==> config.mk <==
export PLATFORM = sky130hd
export DESIGN_NAME = cptl_mul
export DESIGN_NICKNAME = d
export VERILOG_FILES = /design/src/rtl/closest_points_two_lines_core_defines.svh /design/src/rtl/cptl_pkg.sv /design/src/rtl/cptl_mul.sv
export SDC_FILE = /design/constraint.sdc
export NUM_CORES = 2
export LEC_CHECK = 0
export BUFFER_PORTS_ARGS = -buffer_cell sky130_fd_sc_hd__buf_4
export CORE_UTILIZATION = 60
export CTS_CLUSTER_DIAMETER = 200
export DETAILED_ROUTE_END_ITERATION = 8
export MAX_ROUTING_LAYER = met4
export PLACE_DENSITY = 0.77
export SETUP_SLACK_MARGIN = 0.4
export SYNTH_ARGS = -nofsm -noshare
export SYNTH_HDL_FRONTEND = slang
export SYNTH_SLANG_ARGS = --single-unit
==> constraint.sdc <==
create_clock -name clk -period 25 [get_ports clk]
set_clock_uncertainty 0.1 [all_clocks]
set_input_delay 5 -clock clk [delete_from_list [all_inputs] [get_ports clk]]
set_output_delay 5 -clock clk [all_outputs]
set_load 0.05 [all_outputs]
==> src/rtl/closest_points_two_lines_core_defines.svh <==
// assertion macros for the closest points core
`ifndef CLOSEST_POINTS_TWO_LINES_CORE_DEFINES_SVH
`define CLOSEST_POINTS_TWO_LINES_CORE_DEFINES_SVH

`ifndef SYNTH
// antecedent holds in this cycle, consequent in the same cycle
`define CPTL_ASSERT_IMPLY(label, clk, rst, ante, cons) \
  label: assert property (@(posedge clk) disable iff (rst) (ante) |-> (cons)) \
    else $error("cptl assertion failed");
// antecedent holds in this cycle, consequent in the next one
`define CPTL_ASSERT_NEXT(label, clk, rst, ante, cons) \
  label: assert property (@(posedge clk) disable iff (rst) (ante) |=> (cons)) \
    else $error("cptl assertion failed");
`else
`define CPTL_ASSERT_IMPLY(label, clk, rst, ante, cons)
`define CPTL_ASSERT_NEXT(label, clk, rst, ante, cons)
`endif

`endif

==> src/rtl/cptl_pkg.sv <==
package cptl_pkg;

  localparam int WORD_BITS = 32;
  localparam int FRAC_BITS = 16;
  // bits of the second operand taken per multiplier stage
  localparam int MUL_CHUNK = 16;
  // sign stage, scale stage, range stage, one stage per quotient bit, clamp stage
  localparam int DIV_STAGES = WORD_BITS + 4;

  typedef struct packed {
    logic signed [WORD_BITS-1:0] base_one_x;
    logic signed [WORD_BITS-1:0] base_one_y;
    logic signed [WORD_BITS-1:0] base_one_z;
    logic signed [WORD_BITS-1:0] dir_one_x;
    logic signed [WORD_BITS-1:0] dir_one_y;
    logic signed [WORD_BITS-1:0] dir_one_z;
    logic signed [WORD_BITS-1:0] base_two_x;
    logic signed [WORD_BITS-1:0] base_two_y;
    logic signed [WORD_BITS-1:0] base_two_z;
    logic signed [WORD_BITS-1:0] dir_two_x;
    logic signed [WORD_BITS-1:0] dir_two_y;
    logic signed [WORD_BITS-1:0] dir_two_z;
  } lines_t;

  typedef struct packed {
    logic signed [WORD_BITS-1:0] param_one;
    logic signed [WORD_BITS-1:0] param_two;
    logic                        degenerate;
  } params_t;

endpackage

==> src/rtl/cptl_mul.sv <==
// pipelined signed multiplier, one chunk of b per stage
module cptl_mul #(
  parameter int A_W = cptl_pkg::WORD_BITS,
  parameter int B_W = cptl_pkg::WORD_BITS
) (
  input  logic                                                         clk,
  input  logic [(B_W + cptl_pkg::MUL_CHUNK - 1) / cptl_pkg::MUL_CHUNK - 1:0] en,
  input  logic signed [A_W-1:0]                                        a,
  input  logic signed [B_W-1:0]                                        b,
  output logic signed [A_W+B_W-1:0]                                    p
);

  localparam int CH  = cptl_pkg::MUL_CHUNK;
  localparam int NS  = (B_W + CH - 1) / CH;
  localparam int BP  = NS * CH;
  localparam int P_W = A_W + BP;

  logic signed [A_W-1:0] a_s [NS];
  logic signed [BP-1:0]  b_s [NS];
  logic signed [P_W-1:0] acc [NS];

  for (genvar k = 0; k < NS; k++) begin : g_st
    logic signed [A_W-1:0]  a_in;
    logic signed [BP-1:0]   b_in;
    logic signed [P_W-1:0]  acc_in;
    logic signed [CH:0]     dig;
    logic signed [A_W+CH:0] part;

    if (k == 0) begin : g_first
      assign a_in   = a;
      assign b_in   = BP'(b);
      assign acc_in = '0;
    end else begin : g_next
      assign a_in   = a_s[k-1];
      assign b_in   = b_s[k-1];
      assign acc_in = acc[k-1];
    end

    // top chunk carries the sign, lower chunks are plain magnitudes
    if (k == NS - 1) begin : g_top
      assign dig = {b_in[k*CH+CH-1], b_in[k*CH +: CH]};
    end else begin : g_low
      assign dig = {1'b0, b_in[k*CH +: CH]};
    end

    assign part = a_in * dig;

    always_ff @(posedge clk) begin
      if (en[k]) begin
        a_s[k] <= a_in;
        b_s[k] <= b_in;
        acc[k] <= acc_in + (P_W'(part) <<< (k * CH));
      end
    end
  end

  assign p = acc[NS-1][A_W+B_W-1:0];

endmodule

==> key figures <==
Worst setup path
  • Worst reg2reg path startpoint: b_s[0][31]
  • CP Max Fanout: 32
  • CP endpoint kind: register
  • CP Launch Type: input pin
  • FF-to-FF setup slack: approximately 15 ns
  • Setup CP Type: in2reg
  • Arr. time, crit path: ~11 ns
  • Worst EP required: around 25 ns
  • Worst r2r dst: acc[0][127]
  • Worst R2R Path Depth: 31

Run status
  • Status: complete, no violations

Place
  • I/O Buffers: 130
  • Hpwl dp: approximately 80,000 µm
  • Placed insts: between 5,000 and 6,000
  • Placer congestion estimate: 0.9720
  • Placed instance area: ~0.044 mm²

Routing
  • Residual DRC: 0
  • Via density per instance: 5.551
  • First DRT Iteration DRCs: 2,191
  • 1st-pass router iterations: 5
  • WL per Instance: about 19 µm
  • Drt total wl: 104,800 µm
  • DR vias: between 30,000 and 40,000
  • Post-route ant nets: 0

Layout
  • Most frequent cells in the layout: 1,142 x inv_1, 976 x fa_1, 666 x nand2_1
  • Layout Utilization: between 60% and 70%
  • Layout cells sized above 1: under 10%
  • Final instance area: 0.04500 mm²
  • Nets: just under 6,000
  • Area grow syn2layout: 4.144%
  • Fill cells: a little under 6,000
  • Post-Layout Cell Count: roughly 5,500
  • Leading cell type in the layout, fill and taps excluded: inv_1

Timing
  • Maximum clock frequency: 89.45 MHz
  • Minimum clock period: 11.18 ns
  • Fin Setup TNS: 0 ns
  • RSZ-0062 raised after global routing: false
  • Final Hold Fails: 0
  • Pin slew with the least headroom to its limit: 1.100 ns
  • Final setup viols: 0
  • Tcrit/Tclk final: between 40 and 50%
  • Slew Limit Fails: 0
  • Headroom to the max-slew limit: 26.59%

CTS
  • Clk slew on worst S/H paths: approximately 0.080 ns
  • Clock root buffer: clkbuf_16
  • CTS tree: built
  • CTS max path bufs: 2
  • Total CTS buffers: 17
  • Sink Count: around 160
  • Post_cts resized: 0
  • # H-tree levels: 4
  • Clk_lat worst skew: about 0.5 ns
  • Post-CTS Setup Bufs: 0
  • Number of hold buffers added after cts: 0

Global route
  • First-pass GRT wire length: between 150,000 and 200,000 µm
  • Gr ovfl total: 0
  • Number of global-route vias before repair: approximately 33,000
  • Largest net degree at the start of global routing: 65
  • Initial antenna violation count: 0
  • Gr usage total: 31.38%

Floorplanning
  • Row Count: 98
  • Initial core utilization: between 60% and 70%
  • DIE HEIGHT: 270.4 µm
  • Die Area: about 0.073 mm²
  • IO Count: 131
  • Core area: 0.07136 mm²
  • DIE WIDTH: between 200 and 300 µm

Worst hold path
  • Worst Hold Path Cells: 0
  • Worst Hold Class: reg2reg
  • Worst Hold Path EP: acc[0][66]
  • HP Start: acc[0][2]

Synthesis
  • Synth Register Bits: approximately 160
  • Yosys cell types: 75
  • Synthesized Nets: ~6,000
  • Post-synth EDFFs: around 160
  • Synthesized area: about 0.043 mm²
  • Main synth FF type: edfxtp_1
  • Async S/R FF share, synth: 0%
  • Synthesized area per cell: about 9.4 µm²
  • Register area share after synthesis: ~11%
  • Post-synthesis cell count: 4,602
  • Yosys warns: 0

Flow run
  • Max-Cap Viols: 0
-- metrics by stage --
step           hold WS (ns)  setup slack [ns]
2_1_floorplan        0.3003             13.93
3_3_place_gp         0.3007             13.42
3_5_place_dp         0.3045             13.31
4_1_cts              0.3236             13.84
5_1_grt              0.3282             13.47
6_report             0.3220             13.82
-- how the worst max path moves through the flow --
stage / from / depth (start not counted) / endpoint / slack (ns)
floorplan: a[10] / 21 / acc[0][29] / 13.93
global placement: b[2] / 21 / acc[0][43] / 13.42
detailed placement: b[2] / 21 / acc[0][43] / 13.31
CTS: b[2] / 21 / acc[0][43] / 13.84
global route: b[2] / 22 / acc[0][44] / 13.47
finish: b[2] / 21 / acc[0][43] / 13.82
-- routing by layer --
layer,GRT usage [%],routed length [µm],share of wire [%],vias to the layer above
met4,8.400,2640,2.5,0
met2,49.58,49840,48,1280
met3,5.948,9462,9.0,209
li1,-,-,-,13420
met5,-,0,0,-
met1,41.75,42830,41,15590
-- final cells by class --
cell class | instances | area, µm² | area share (%)
inverter | 1142 | 4287 | 9.526
clock inverter | 15 | 211.5 | 0.4699
timing repair buffer | 149 | 1119 | 2.486
clock buffer | 17 | 425.4 | 0.9454
antenna | 1 | 2.502 | 0.005561
multi-input combinational | 3058 | 32930 | 73.18
tap | 950 | 1189 | 2.642
sequential | 161 | 4835 | 10.74
-- state kept, by name (all words and copies together) (netlist names) --
signal / cells
b_s: 16
acc: 113
a_s: 32
-- Yosys cell counts (5+ instances only) --
| library cell | n | area, µm² |
|---|---|---|
| inv_1 | 1142 | 4287 |
| fa_1 | 976 | 19540 |
| nand2_1 | 666 | 2500 |
| and2_1 | 383 | 2396 |
| ha_1 | 281 | 3516 |
| clkbuf_1 | 172 | 645.6 |
| edfxtp_1 | 161 | 4835 |
| a21oi_1 | 124 | 620.6 |
| xnor2_1 | 102 | 893.4 |
| nor2_1 | 79 | 296.5 |
| a21o_1 | 70 | 525.5 |
| buf_4 | 64 | 480.5 |
| o21ai_0 | 56 | 280.3 |
| xor2_1 | 39 | 341.6 |
| nand3_1 | 32 | 160.2 |
| nand2b_1 | 29 | 181.4 |
| o21a_1 | 18 | 135.1 |
| a31oi_1 | 17 | 106.4 |
| nor2b_1 | 16 | 100.1 |
| o21bai_1 | 16 | 120.1 |
| and3_1 | 13 | 81.33 |
| nand4_1 | 13 | 81.33 |
| o21ai_1 | 11 | 55.05 |
| nor3_1 | 8 | 40.04 |
| o22ai_1 | 7 | 43.79 |
| a211oi_1 | 6 | 45.04 |
| a21oi_2 | 6 | 52.55 |
| or2_2 | 5 | 31.28 |
-- logic make-up after synthesis --
logic type | count (synthesis) | synth area share (%)
xor gates and xnor gates | 142 | 2.910
buffers and inverters | 1383 | 12.60
adders and majority gates | 1257 | 53.36
DFF | 161 | 11.19
and+or+nand+nor | 1264 | 13.94
AOI/OAI and AO/OA | 395 | 6.006
-- critical path, stage by stage --
cell,delay (ns)
buf_4,0.34
nand2_1,0.14
fa_1,0.54
inv_1,0.05
fa_1,0.52
inv_1,0.05
fa_1,0.50
fa_1,0.56
inv_1,0.06
fa_1,0.50
fa_1,0.42
ha_1,0.36
a21o_1,0.18
a21o_1,0.18
a21o_1,0.23
o311ai_2,0.56
o22ai_2,0.23
o2111ai_2,0.34
a21oi_1,0.15
nor4bb_1,0.29
a311oi_1,0.08
Power is not shown: default switching activity piles up to over one toggle a cycle in this logic, so the estimate is an artifact.
